**src/sv/binary_trie_address_allocator_assert.svh**
```systemverilog
// assertion macros for the binary trie address allocator
// used by modules that include this file; needs clk_i and rst_ni in scope
`ifndef BINARY_TRIE_ADDRESS_ALLOCATOR_ASSERT_SVH
`define BINARY_TRIE_ADDRESS_ALLOCATOR_ASSERT_SVH
`ifndef SYNTHESIS
`define BTAA_ASSERT(label, prop) \
  label: assert property (@(posedge clk_i) disable iff (!rst_ni) prop) \
    else $error("btaa assertion failed");
`define BTAA_ASSERT_IMPL(label, pre, post) \
  label: assert property (@(posedge clk_i) disable iff (!rst_ni) (pre) |-> (post)) \
    else $error("btaa assertion failed");
`else
`define BTAA_ASSERT(label, prop)
`define BTAA_ASSERT_IMPL(label, pre, post)
`endif
`endif

```
**src/sv/btaa_pkg.sv**
```systemverilog
// package for the binary trie address allocator
// types, codes and sizes shared by the leaf memory and the top level
package btaa_pkg;
  localparam int unsigned AddrBits  = 8;
  localparam int unsigned WordBits  = 16;
  localparam int unsigned PosBits   = 4;
  localparam int unsigned WordCount = 16;
  localparam int unsigned WordIdxW  = 4;

  typedef logic [WordIdxW-1:0] word_idx_t;
  typedef logic [WordBits-1:0] leaf_word_t;

  typedef enum logic [1:0] {
    MODE_ALLOC   = 2'd0,
    MODE_RELEASE = 2'd1,
    MODE_QUERY   = 2'd2,
    MODE_SPARE   = 2'd3
  } mode_e;

  typedef enum logic [1:0] {
    ST_OK         = 2'd0,
    ST_FULL       = 2'd1,
    ST_DOUBLE_FREE = 2'd2
  } status_e;

  typedef enum logic [2:0] {
    S_IDLE,
    S_READ,
    S_EVAL,
    S_RESP
  } state_e;

  // request from the controller to the leaf memory
  typedef struct packed {
    logic       clr;
    logic       re;
    word_idx_t  raddr;
    logic       we;
    word_idx_t  waddr;
    leaf_word_t wdata;
  } mem_req_t;
endpackage

```
**src/sv/btaa_leaf_mem.sv**
```systemverilog
// leaf mark memory: 16 words of 16 leaf marks, registered read
// per-word valid flops make a cleared word read as all free; uses btaa_pkg
module btaa_leaf_mem (
  input  logic                clk_i,
  input  logic                rst_ni,
  input  btaa_pkg::mem_req_t  req_i,
  output btaa_pkg::leaf_word_t rdata_o
);
  import btaa_pkg::*;

  leaf_word_t mem_q [WordCount];
  leaf_word_t rdata_q;
  logic [WordCount-1:0] valid_q;
  logic rvalid_q;

  // storage array and read port
  always_ff @(posedge clk_i) begin
    if (req_i.we) begin
      mem_q[req_i.waddr] <= req_i.wdata;
    end
    if (req_i.re) begin
      rdata_q <= mem_q[req_i.raddr];
    end
  end

  // word valid bits, cleared at once
  always_ff @(posedge clk_i or negedge rst_ni) begin
    if (!rst_ni) begin
      valid_q  <= '0;
      rvalid_q <= 1'b0;
    end else if (req_i.clr) begin
      valid_q  <= '0;
      rvalid_q <= 1'b0;
    end else begin
      if (req_i.we) begin
        valid_q[req_i.waddr] <= 1'b1;
      end
      if (req_i.re) begin
        rvalid_q <= valid_q[req_i.raddr];
      end
    end
  end

  assign rdata_o = rvalid_q ? rdata_q : '0;
endmodule

```
**src/sv/binary_trie_address_allocator.sv**
```systemverilog
// top level of the binary trie address allocator
// controller and word search over btaa_leaf_mem; uses btaa_pkg and the assert header
//
// usage: one word in (mode_i, address_i) on in_valid_i / in_stall_o, one word out
// on out_valid_o / out_stall_i for every word in. a word is taken at a rising edge
// with valid high and stall low. tree_height is written by cfg_we_i / cfg_wdata_i;
// the user must write it only while idle, the block does not enforce this; a write
// empties all addresses. a query goes from idle straight to its result; a release
// reads and evaluates one word; an allocate reads and evaluates words in turn, up to
// max(1,2^h/16) + 1 reads. the search is bounded by the single read port of the leaf
// memory; each word read passes through the read state and then the evaluate state.
// one word is worked on at a time; a new word is taken as soon as the prior result
// sits in the output register, even while the receiver stalls it.
// reset empties the tree at once (word valid flops), height returns to 8, no pass.
// a stalled result holds its fields until taken; the block waits to deliver.
`include "binary_trie_address_allocator_assert.svh"
module binary_trie_address_allocator (
  input  logic       clk_i,
  input  logic       rst_ni,
  input  logic       cfg_we_i,
  input  logic [3:0] cfg_wdata_i,
  input  logic       in_valid_i,
  output logic       in_stall_o,
  input  logic [1:0] mode_i,
  input  logic [7:0] address_i,
  output logic       out_valid_o,
  input  logic       out_stall_i,
  output logic [7:0] given_address_o,
  output logic [1:0] status_o,
  output logic [8:0] free_count_o,
  output logic       tree_full_o
);
  import btaa_pkg::*;

  state_e     state_q, state_d;
  logic [3:0] height_q;
  logic [8:0] alloc_q, alloc_d;
  mode_e      mode_q;
  logic [7:0] addr_q;
  word_idx_t  word_q, word_d;
  logic       first_q, first_d;
  logic [7:0] res_addr_q, res_addr_d;
  status_e    res_st_q, res_st_d;
  logic       out_valid_q;
  logic [7:0] out_addr_q;
  logic [1:0] out_st_q;
  logic [8:0] out_free_q;
  logic       out_full_q;

  mem_req_t   req;
  leaf_word_t rdata;

  logic [3:0] heff;
  logic [8:0] leaves;
  word_idx_t  wmask;
  leaf_word_t vmask;
  logic [7:0] amask;
  logic       accept;
  leaf_word_t free_bits;
  logic       found;
  logic [PosBits-1:0] fpos;
  logic       leaf_set;
  logic       out_load;

  // effective height and derived sizes
  always_comb begin
    heff = height_q;
    if (heff == 4'd0) heff = 4'd1;
    if (heff > 4'(AddrBits)) heff = 4'(AddrBits);
    leaves = 9'd1 << heff;
    amask  = 8'(leaves - 9'd1);
    wmask  = (heff <= 4'd4) ? '0 : word_idx_t'((9'd1 << (heff - 4'd4)) - 9'd1);
    vmask  = (heff >= 4'd4) ? '1 : leaf_word_t'((17'd1 << leaves[4:0]) - 17'd1);
  end

  btaa_leaf_mem u_mem (
    .clk_i  (clk_i),
    .rst_ni (rst_ni),
    .req_i  (req),
    .rdata_o(rdata)
  );

  assign accept   = in_valid_i && (state_q == S_IDLE);
  assign out_load = (state_q == S_RESP) && (!out_valid_q || !out_stall_i);

  // free leaves in the word just read, lowest one first
  always_comb begin
    free_bits = ~rdata & vmask;
    if (first_q) free_bits = free_bits & (leaf_word_t'('1) << addr_q[PosBits-1:0]);
    found = |free_bits;
    fpos  = '0;
    for (int i = WordBits - 1; i >= 0; i--) begin
      if (free_bits[i]) fpos = PosBits'(i);
    end
    leaf_set = rdata[addr_q[PosBits-1:0]];
  end

  // next state
  always_comb begin
    state_d = state_q;
    unique case (state_q)
      S_IDLE: begin
        if (accept) begin
          if (mode_e'(mode_i) == MODE_RELEASE) state_d = S_READ;
          else if (mode_e'(mode_i) == MODE_ALLOC && alloc_q != leaves) state_d = S_READ;
          else state_d = S_RESP;
        end
      end
      S_READ: state_d = S_EVAL;
      S_EVAL: begin
        if (mode_q == MODE_RELEASE || found) state_d = S_RESP;
        else state_d = S_READ;
      end
      S_RESP: if (out_load) state_d = S_IDLE;
      default: state_d = S_IDLE;
    endcase
  end

  // datapath and memory requests
  always_comb begin
    req        = '0;
    req.clr    = cfg_we_i;
    alloc_d    = alloc_q;
    word_d     = word_q;
    first_d    = first_q;
    res_addr_d = res_addr_q;
    res_st_d   = res_st_q;
    if (cfg_we_i) alloc_d = '0;
    unique case (state_q)
      S_IDLE: begin
        word_d     = word_idx_t'((address_i & amask) >> PosBits);
        first_d    = 1'b1;
        res_addr_d = '0;
        res_st_d   = (mode_e'(mode_i) == MODE_ALLOC) ? ST_FULL : ST_OK;
      end
      S_READ: begin
        req.re    = 1'b1;
        req.raddr = word_q;
      end
      S_EVAL: begin
        req.waddr = word_q;
        if (mode_q == MODE_RELEASE) begin
          if (leaf_set) begin
            req.we    = 1'b1;
            req.wdata = rdata & ~(leaf_word_t'(1) << addr_q[PosBits-1:0]);
            alloc_d   = alloc_q - 9'd1;
            res_st_d  = ST_OK;
          end else begin
            res_st_d  = ST_DOUBLE_FREE;
          end
        end else if (found) begin
          req.we     = 1'b1;
          req.wdata  = rdata | (leaf_word_t'(1) << fpos);
          alloc_d    = alloc_q + 9'd1;
          res_addr_d = {word_q, fpos} & amask;
          res_st_d   = ST_OK;
        end else begin
          word_d  = (word_q + word_idx_t'(1)) & wmask;
          first_d = 1'b0;
        end
      end
      S_RESP: ;
      default: ;
    endcase
  end

  // control registers
  always_ff @(posedge clk_i or negedge rst_ni) begin
    if (!rst_ni) begin
      state_q     <= S_IDLE;
      height_q    <= 4'd8;
      alloc_q     <= '0;
      out_valid_q <= 1'b0;
    end else begin
      state_q <= state_d;
      alloc_q <= alloc_d;
      if (cfg_we_i) height_q <= cfg_wdata_i;
      if (out_load) out_valid_q <= 1'b1;
      else if (!out_stall_i) out_valid_q <= 1'b0;
    end
  end

  // payload registers
  always_ff @(posedge clk_i) begin
    word_q     <= word_d;
    first_q    <= first_d;
    res_addr_q <= res_addr_d;
    res_st_q   <= res_st_d;
    if (accept) begin
      mode_q <= (mode_e'(mode_i) == MODE_SPARE) ? MODE_QUERY : mode_e'(mode_i);
      addr_q <= address_i & amask;
    end
    if (out_load) begin
      out_addr_q <= res_addr_q;
      out_st_q   <= res_st_q;
      out_free_q <= leaves - alloc_q;
      out_full_q <= (alloc_q == leaves);
    end
  end

  assign in_stall_o      = (state_q != S_IDLE);
  assign out_valid_o     = out_valid_q;
  assign given_address_o = out_addr_q;
  assign status_o        = out_st_q;
  assign free_count_o    = out_free_q;
  assign tree_full_o     = out_full_q;

  `BTAA_ASSERT(a_alloc_bound, alloc_q <= leaves)
  `BTAA_ASSERT_IMPL(a_out_hold, out_valid_q && out_stall_i, ##1 out_valid_q)
  `BTAA_ASSERT_IMPL(a_we_eval, req.we, state_q == S_EVAL)
  `BTAA_ASSERT_IMPL(a_read_then_eval, state_q == S_READ, ##1 state_q == S_EVAL)
endmodule

```
**config.mk**
```make
export PLATFORM = sky130hd
export DESIGN_NAME = binary_trie_address_allocator
export DESIGN_NICKNAME = d
export VERILOG_FILES = /design/src/sv/btaa_pkg.sv /design/src/sv/btaa_leaf_mem.sv /design/src/sv/binary_trie_address_allocator.sv
export VERILOG_INCLUDE_DIRS = /design/src /design/src/sv
export SDC_FILE = /design/constraint.sdc
export NUM_CORES = 1
export LEC_CHECK = 0
export ABC_CLOCK_PERIOD_IN_PS = 6420
export BUFFER_PORTS_ARGS = -buffer_cell sky130_fd_sc_hd__buf_2
export CAP_MARGIN = 5
export CORE_MARGIN = 4
export CORE_UTILIZATION = 40
export CTS_CLUSTER_SIZE = 30
export DETAILED_ROUTE_END_ITERATION = 16
export SLEW_MARGIN = 20
export SYNTH_ARGS = -nofsm -noshare
export SYNTH_HDL_FRONTEND = slang
export SYNTH_HIERARCHICAL = 1
export SYNTH_SLANG_ARGS = --single-unit
```
**constraint.sdc**
```tcl
create_clock -name clk_i -period 6.42 [get_ports clk_i]
set_input_delay 0.963 -clock clk_i [delete_from_list [all_inputs] [get_ports clk_i]]
set_output_delay 0.963 -clock clk_i [all_outputs]
set_load 0.03 [all_outputs]
```
==> results.py, run 1 <==
metrics = {
    "logic_synthesis": {
        "seq_area_frac_synth_pct": 65.4,
        "yosys.area.top_type": "edfxtp_1",
        "yosys_warnings": 6,
        "post-synth-top-count-cell": "edfxtp_1",
        "syn_area_per_cell_um2": 15.7,
        "synth_edf_count": 313,
        "synthDistinctLibCells": 82,
        "ys_top_cells_by_count": "313 x edfxtp_1, 86 x mux4_2, 74 x nor2_1",
        "async_reset_ff_share_pct": 9.54,
        "synth_ff_type": "edfxtp_1",
        "yosys-top-cells-area": "edfxtp_1 60%, mux4_2 12%, dfrtp_1 5.1%, nor2_1 1.8%, a21oi_1 1.4%",
        "synth_cells": 996,
        "yosys.area.top_type_share_pct": 60.1,
        "syn-cell-area_mm2": 0.0156,
        "synth_seq_cells": 346,
    },
    "sta": {
        "setup-tns-final_ps": 0,
        "rsz0062_at_grt": "false",
        "skew_ps": 21.6,
        "slew_headroom_pct": 23.7,
        "period_share_pct": 79.0,
        "hold_violations": 0,
        "min_period_ps": 5070,
        "fmax_ghz": 0.197,
        "drv_slew": 0,
        "setup_viol": 0,
        "tightest_slew_ps": 1140,
    },
    "power_and_ir_drop": {
        "p_switching_uw": 2170,
        "comb_power_share_pct": 26.8,
        "p_clk_share_pct": 29.0,
        "power_uw": 6800,
        "pwr-share-seq_pct": 44.2,
        "p_per_area_mw_per_mm2": 386,
        "vdd_drop_max_mv": 0.243,
        "swShare_pct": 31.9,
        "p_int_uw": 4630,
        "p_leak_uw": 0.00567,
    },
    "critical_path": {
        "crit_fanout": 17,
        "path_class": "reg2reg",
        "cp.arrival_ps": 5210,
        "crit_path_end_kind": "flip-flop",
        "crit_path_start_kind": "flip-flop",
        "critPathRequiredTime_ps": 6560,
        "worstSetupStartpoint": "height_q[2]$_DFFE_PN0P_",
        "reg2reg_from": "height_q[2]$_DFFE_PN0P_",
    },
    "global_routing": {
        "grt_pass1_wl_um": 58400,
        "grt_pass1_vias": 8863,
        "grtUsageTotal_pct": 18.7,
        "antenna_found_initial": 0,
        "overflow": 0,
        "grt_max_degree": 52,
    },
    "cts": {
        "ctsResizeCount": 0,
        "numCtsBuffers": 37,
        "root_buffer": "clkbuf_16",
        "clockBufferDepth": 3,
        "cts_sinks": 346,
        "htreeDepth": 2,
        "insertion_delay_ps": 530,
        "cts_setup_buffers": 0,
        "path_clk_slew_ps": 60,
        "cts_tree": "done",
        "cts_hold_buf": 0,
    },
    "status": {
        "status": "completed",
    },
    "floorplanning": {
        "start_util_pct": 40.5,
        "core_area_mm2": 0.0386,
        "num_rows": 72,
        "dieArea_mm2": 0.0423,
        "die_w_um": 206,
        "dieHeight_um": 206,
        "io_pins": 41,
    },
    "final_layout": {
        "design_area_mm2": 0.0176,
        "area_growth_pct": 12.5,
        "fin_cells": 1581,
        "drive_gt1_share_pct": 23.7,
        "diodes": 0,
        "fillers": 3370,
        "finalNetCount": 1072,
        "utilization_pct": 45.5,
    },
    "place": {
        "gp_congestion": 0.944,
        "numPortBuffers": 40,
        "dp.cells": 1514,
        "dpl-instance-area_mm2": 0.0164,
        "hpwlAfterDp_um": 26300,
    },
    "route": {
        "routed_via_density": 5.80,
        "drtIter0Drc": 898,
        "drc": 0,
        "wl_per_cell_um": 25.0,
        "postRouteAntennaNets": 0,
        "firstDrtPassIters": 5,
        "routed_wl_um": 39500,
        "route.vias.total": 9164,
    },
    "worst_hold_path": {
        "hold_path_class": "reg2reg",
        "hp-start": "res_addr_q[3]$_SDFFCE_PN0P_",
    },
    "flow_run": {
        "maxCapViolCount": 0,
    },
}
-- worst max-delay path: stages (launching register included) --
cell	delay, ps
dfrtp_1	530
nor3_2	410
inv_1	230
ha_1	320
or4_1	420
a311oi_1	350
o31a_1	250
a311o_4	200
nor3_4	120
nor2_1	190
nor2_2	50
buf_4	210
inv_1	160
or3b_1	460
nor2_2	760
-- power by group through the flow --
| stage | sequential, uW | clock, uW | combinational, uW |
|---|---|---|---|
| 6_report | 3000 | 1970 | 1820 |
| 5_1_grt | 3030 | 2120 | 1950 |
| 4_1_cts | 3000 | 2010 | 1820 |
| 3_5_place_dp | 3050 | 0 | 1820 |
| 3_3_place_gp | 3040 | 0 | 1810 |
| 2_1_floorplan | 3070 | 0 | 1170 |
-- state kept, by name, summed over array words and instances, names as in the netlist, 8 cells and up --
name / cells
alloc_q: 9
free_count_o: 9
given_address_o: 8
res_addr_q: 8
u_mem/mem_q: 256
u_mem/rdata_q: 16
u_mem/valid_q: 16
-- worst paths after layout --
| check | endpoint | slack, ps | cells after the start |
|---|---|---|---|
| worst min-delay path | given_address_o[3]$_DFFE_PP_ | 420 | 0 |
| worst max register to register | u_mem/mem_q[3][12]$_DFFE_PP_ | 1350 | 14 |
| max in group asynchronous | u_mem/valid_q[1]$_DFFE_PN0P_ | 5300 | 1 |
| worst min register to register | given_address_o[3]$_DFFE_PP_ | 420 | 0 |
| worst max-delay path | u_mem/mem_q[3][12]$_DFFE_PP_ | 1350 | 14 |
| min in group asynchronous | out_valid_o$_DFFE_PN0P_ | 550 | 1 |
-- cells in the final DEF, fill, tap and decap left out, types with 5 or more instances in the layout --
master	Yosys	layout
o211ai_1	6	6
nor2b_1	9	9
a21oi_1	45	34
clkbuf_16	0	38
buf_4	1	18
nand3_1	19	19
nand4_1	6	6
nand2b_1	14	14
and2_1	29	26
clkinv_1	0	7
mux4_2	86	86
buf_2	17	40
nand3b_1	9	9
nor2_2	1	14
conb_1	2	6
mux2i_1	12	12
a21o_1	6	6
and3_1	9	9
clkbuf_1	34	12
xnor2_1	14	14
ha_1	17	17
xor2_1	6	6
dfrtp_1	32	32
a21oi_2	1	9
inv_1	23	23
nor3_1	24	18
edfxtp_1	313	313
nand4b_1	5	5
nand2_1	35	35
nor3_2	1	7
nor2_1	74	61
o21ai_0	37	37
nor3b_1	7	7
-- metal layers --
layer	wire, um	part of all wire, %	vias to the layer above	global-route usage [%]
li1	-	-	4008	-
met5	0	0	-	0
met1	16800	43	4721	27.2
met2	18600	47	371	29.1
met4	1200	3.0	0	5.63
met3	2880	7.3	64	3.18
-- kinds of logic after synthesis --
kind of cell | synth area share, %
xor+xnor | 1.12
flops | 65.4
simple gates | 8.88
fa+ha+maj | 1.49
compound gates | 7.13
mux | 13.4
buf+inv | 2.54
other cells | 0.0480
-- metrics by stage --
step | setup slack (ps) | hold WS [ps]
final | 1350 | 421
after global routing | 1040 | 431
after CTS | 1400 | 421
after detailed placement | 1440 | 406
after global placement | 1540 | 400
after floorplan | 1500 | 400
-- cell type report --
cell class,count,area (um^2),share of cell area [%]
clock buffers,51,1010,5.74
clock inverters,16,114,0.647
inverters,23,86.3,0.491
multi-input cells,569,5170,29.4
flip-flops and latches,346,10200,58.1
well taps,518,648,3.68
repair buffers,58,335,1.91
Note: power is estimated with default switching activity, not from simulation.
==> inputs of run 2 (changes only) <==
--- a/config.mk
+++ b/config.mk
@@ -6,7 +6,7 @@
 export SDC_FILE = /design/constraint.sdc
 export NUM_CORES = 1
 export LEC_CHECK = 0
-export ABC_CLOCK_PERIOD_IN_PS = 6420
+export ABC_CLOCK_PERIOD_IN_PS = 5300
 export BUFFER_PORTS_ARGS = -buffer_cell sky130_fd_sc_hd__buf_2
 export CAP_MARGIN = 5
 export CORE_MARGIN = 4
==> constraint.sdc (replaced) <==
create_clock -name clk_i -period 5.3 [get_ports clk_i]
set_input_delay 0.795 -clock clk_i [delete_from_list [all_inputs] [get_ports clk_i]]
set_output_delay 0.795 -clock clk_i [all_outputs]
set_load 0.03 [all_outputs]
==> run 2 against run 1 <==
  * Utilization up 0.66 points
  * Global-route usage down 0.86 points
  * Wire length down 6.3%
  * Cell count up 1.7%
  * Design area up 1.5%
  * Combinational power up 16%
  * Count of clock-buffer cells in the layout down 5
  * Critical path depth unchanged
  * Largest cell class unchanged
  * Largest power group unchanged
  * Highest routed layer unchanged
==> results.py, run 2 (synthesis results as in run 1) <==
metrics = {
    "power_and_ir_drop": {
        "vdd_drop_max_mv": 0.279,
        "p_clk_share_pct": 30.4,
        "power_uw": 8270,
        "swShare_pct": 30.4,
        "p_switching_uw": 2520,
        "p_int_uw": 5760,
        "pwr-share-seq_pct": 44.1,
        "p_leak_uw": 0.00586,
        "comb_power_share_pct": 25.5,
        "p_per_area_mw_per_mm2": 464,
    },
    "route": {
        "drtIter0Drc": 921,
        "firstDrtPassIters": 5,
        "route.vias.total": 9125,
        "routed.top_layer": "met4",
        "met3_length_um": 2300,
        "routed_wl_um": 37000,
        "wl_per_cell_um": 23.0,
        "postRouteAntennaNets": 0,
        "routed_via_density": 5.67,
        "drt-met1-wl_um": 16100,
        "met2_length_um": 18000,
        "drc": 0,
    },
    "floorplanning": {
        "die_w_um": 206,
        "dieHeight_um": 206,
        "core_area_mm2": 0.0386,
        "dieArea_mm2": 0.0423,
        "start_util_pct": 40.5,
        "num_rows": 72,
        "io_pins": 41,
    },
    "final_layout": {
        "area_growth_pct": 14.1,
        "finalNetCount": 1101,
        "final_common_cell": "edfxtp_1",
        "drive_gt1_share_pct": 24.7,
        "design_area_mm2": 0.0179,
        "top_regs": "u_mem/mem_q: 256 flops, u_mem/rdata_q: 16 flops, u_mem/valid_q: 16 flops",
        "top_register": "u_mem/mem_q",
        "largest_reg_flops": 256,
        "mostFrequentLayoutCells": "313 x edfxtp_1, 86 x mux4_2, 61 x nor2_1, 44 x a21oi_1, 43 x buf_4",
        "diodes": 0,
    },
    "cts": {
        "clockBufferDepth": 3,
        "path_clk_slew_ps": 60,
        "numCtsBuffers": 38,
        "htreeDepth": 2,
        "insertion_delay_ps": 530,
        "cts_hold_buf": 0,
        "ctsResizeCount": 0,
        "root_buffer": "clkbuf_16",
        "cts_sinks": 346,
        "cts_setup_buffers": 0,
        "cts_tree": "done",
    },
    "global_routing": {
        "grtUsageTotal_pct": 17.8,
        "grt_pass1_vias": 9047,
        "antenna_found_initial": 0,
        "grt_pass1_wl_um": 56800,
        "grt_max_degree": 36,
        "overflow": 0,
    },
    "sta": {
        "drv_slew": 0,
        "hold_violations": 0,
        "period_share_pct": 85.9,
        "min_period_ps": 4550,
        "tightest_slew_ps": 980,
        "fmax_ghz": 0.220,
        "rsz0062_at_grt": "false",
        "slew_headroom_pct": 34.7,
        "setup-tns-final_ps": 0,
        "skew_ps": 8.62,
        "setup_viol": 0,
        "holdWs_ps": 362,
        "fin_ws_ps": 747,
    },
    "worst_hold_path": {
        "hold_path_class": "in2async",
    },
    "critical_path": {
        "max_stage_delay_ps": 710,
        "crit_path_end_kind": "flip-flop",
        "critPathRequiredTime_ps": 5540,
        "crit_family": "simple AND/OR/NAND/NOR gates",
        "path_class": "reg2reg",
        "crit_fanout": 13,
        "crit_path_start_kind": "flip-flop",
        "cpMaxStageDelayCell": "nor3_2",
        "cp.arrival_ps": 4800,
        "cp_cell_sequence": "nor3_2 > inv_1 > ha_1 > or4_1 > a311oi_1 > o31a_1 > a311o_4 > nor3_4 > nor2_1 > nor2_2 > inv_1 > nand3b_1 > nor3_2 > buf_12",
        "cp.buffers_inverters": 3,
    },
    "status": {
        "status": "completed",
    },
    "place": {
        "numPortBuffers": 40,
        "pre_cts_ws_ps": 776,
        "dpl-instance-area_mm2": 0.0167,
        "gp_congestion": 0.932,
        "hpwlAfterDp_um": 23800,
    },
    "flow_run": {
        "maxCapViolCount": 0,
    },
}
[run 2: cell count changes in the layout (fill, tap and decap cells not counted), moves of 3 or more]
cell and delta:
a21oi_2 -8, a21oi_1 +10, nor2_2 -3, buf_4 +25, nor2_4 +3, clkbuf_1 -4, buf_12 +3, bufinv_16 +3
[run 2: worst paths after layout]
| kind | from | end | slack (ps) | depth (start not counted) |
|---|---|---|---|---|
| worst max-delay path | height_q[2]$_DFFE_PN0P_ | u_mem/mem_q[4][11]$_DFFE_PP_ | 750 | 14 |
| worst min-delay path | rst_ni | u_mem/valid_q[14]$_DFFE_PN0P_ | 360 | 1 |
| worst max register to register | height_q[2]$_DFFE_PN0P_ | u_mem/mem_q[4][11]$_DFFE_PP_ | 750 | 14 |
| worst min register to register | res_addr_q[1]$_SDFFCE_PN0P_ | given_address_o[1]$_DFFE_PP_ | 420 | 0 |
| max in group asynchronous | rst_ni | state_q[1]$_DFFE_PN0P_ | 4420 | 1 |
| min in group clk_i | res_addr_q[1]$_SDFFCE_PN0P_ | given_address_o[1]$_DFFE_PP_ | 420 | 0 |
[run 2: worst register-to-register path: stages, from the launching register on]
cell and delay, ps:
dfrtp_1 530, nor3_2 420, inv_1 220, ha_1 320, or4_1 410, a311oi_1 330, o31a_1 260, a311o_4 190
nor3_4 60, nor2_1 170, nor2_2 70, inv_1 110, nand3b_1 220, nor3_2 710, buf_12 250
[run 2: metrics by stage]
step,util (%),instances
floorplan,-,1000
global route,46.2,1608
detailed placement,43.1,1542
CTS,46.2,1608
global placement,43.1,1542
finish,46.2,1608
[run 2: layer usage]
layer,up-vias,GRT usage (%)
met3,55,2.85
li1,4067,-
met1,4663,25.5
met2,340,28.9
met4,0,4.47
met5,-,0
[run 2: power groups by stage]
| stage | Clock [uW] | Combinational (uW) | Sequential (uW) |
|---|---|---|---|
| final | 2520 | 2110 | 3650 |
| after global routing | 2720 | 2290 | 3680 |
| after CTS | 2590 | 2120 | 3650 |
| after detailed placement | 0 | 2110 | 3700 |
| after global placement | 0 | 2100 | 3700 |
| after floorplan | 0 | 1420 | 3720 |
[run 2: layout make-up]
cell class / instances / area [um^2]
Tap cell: 518 / 648
Clock buffer: 46 / 981
Sequential cell: 346 / 10200
Timing Repair Buffer: 86 / 583
Fill cell: 3302 / 20800
Clock inverter: 20 / 205
Multi-Input combinational cell: 569 / 5120
Inverter: 23 / 86.3
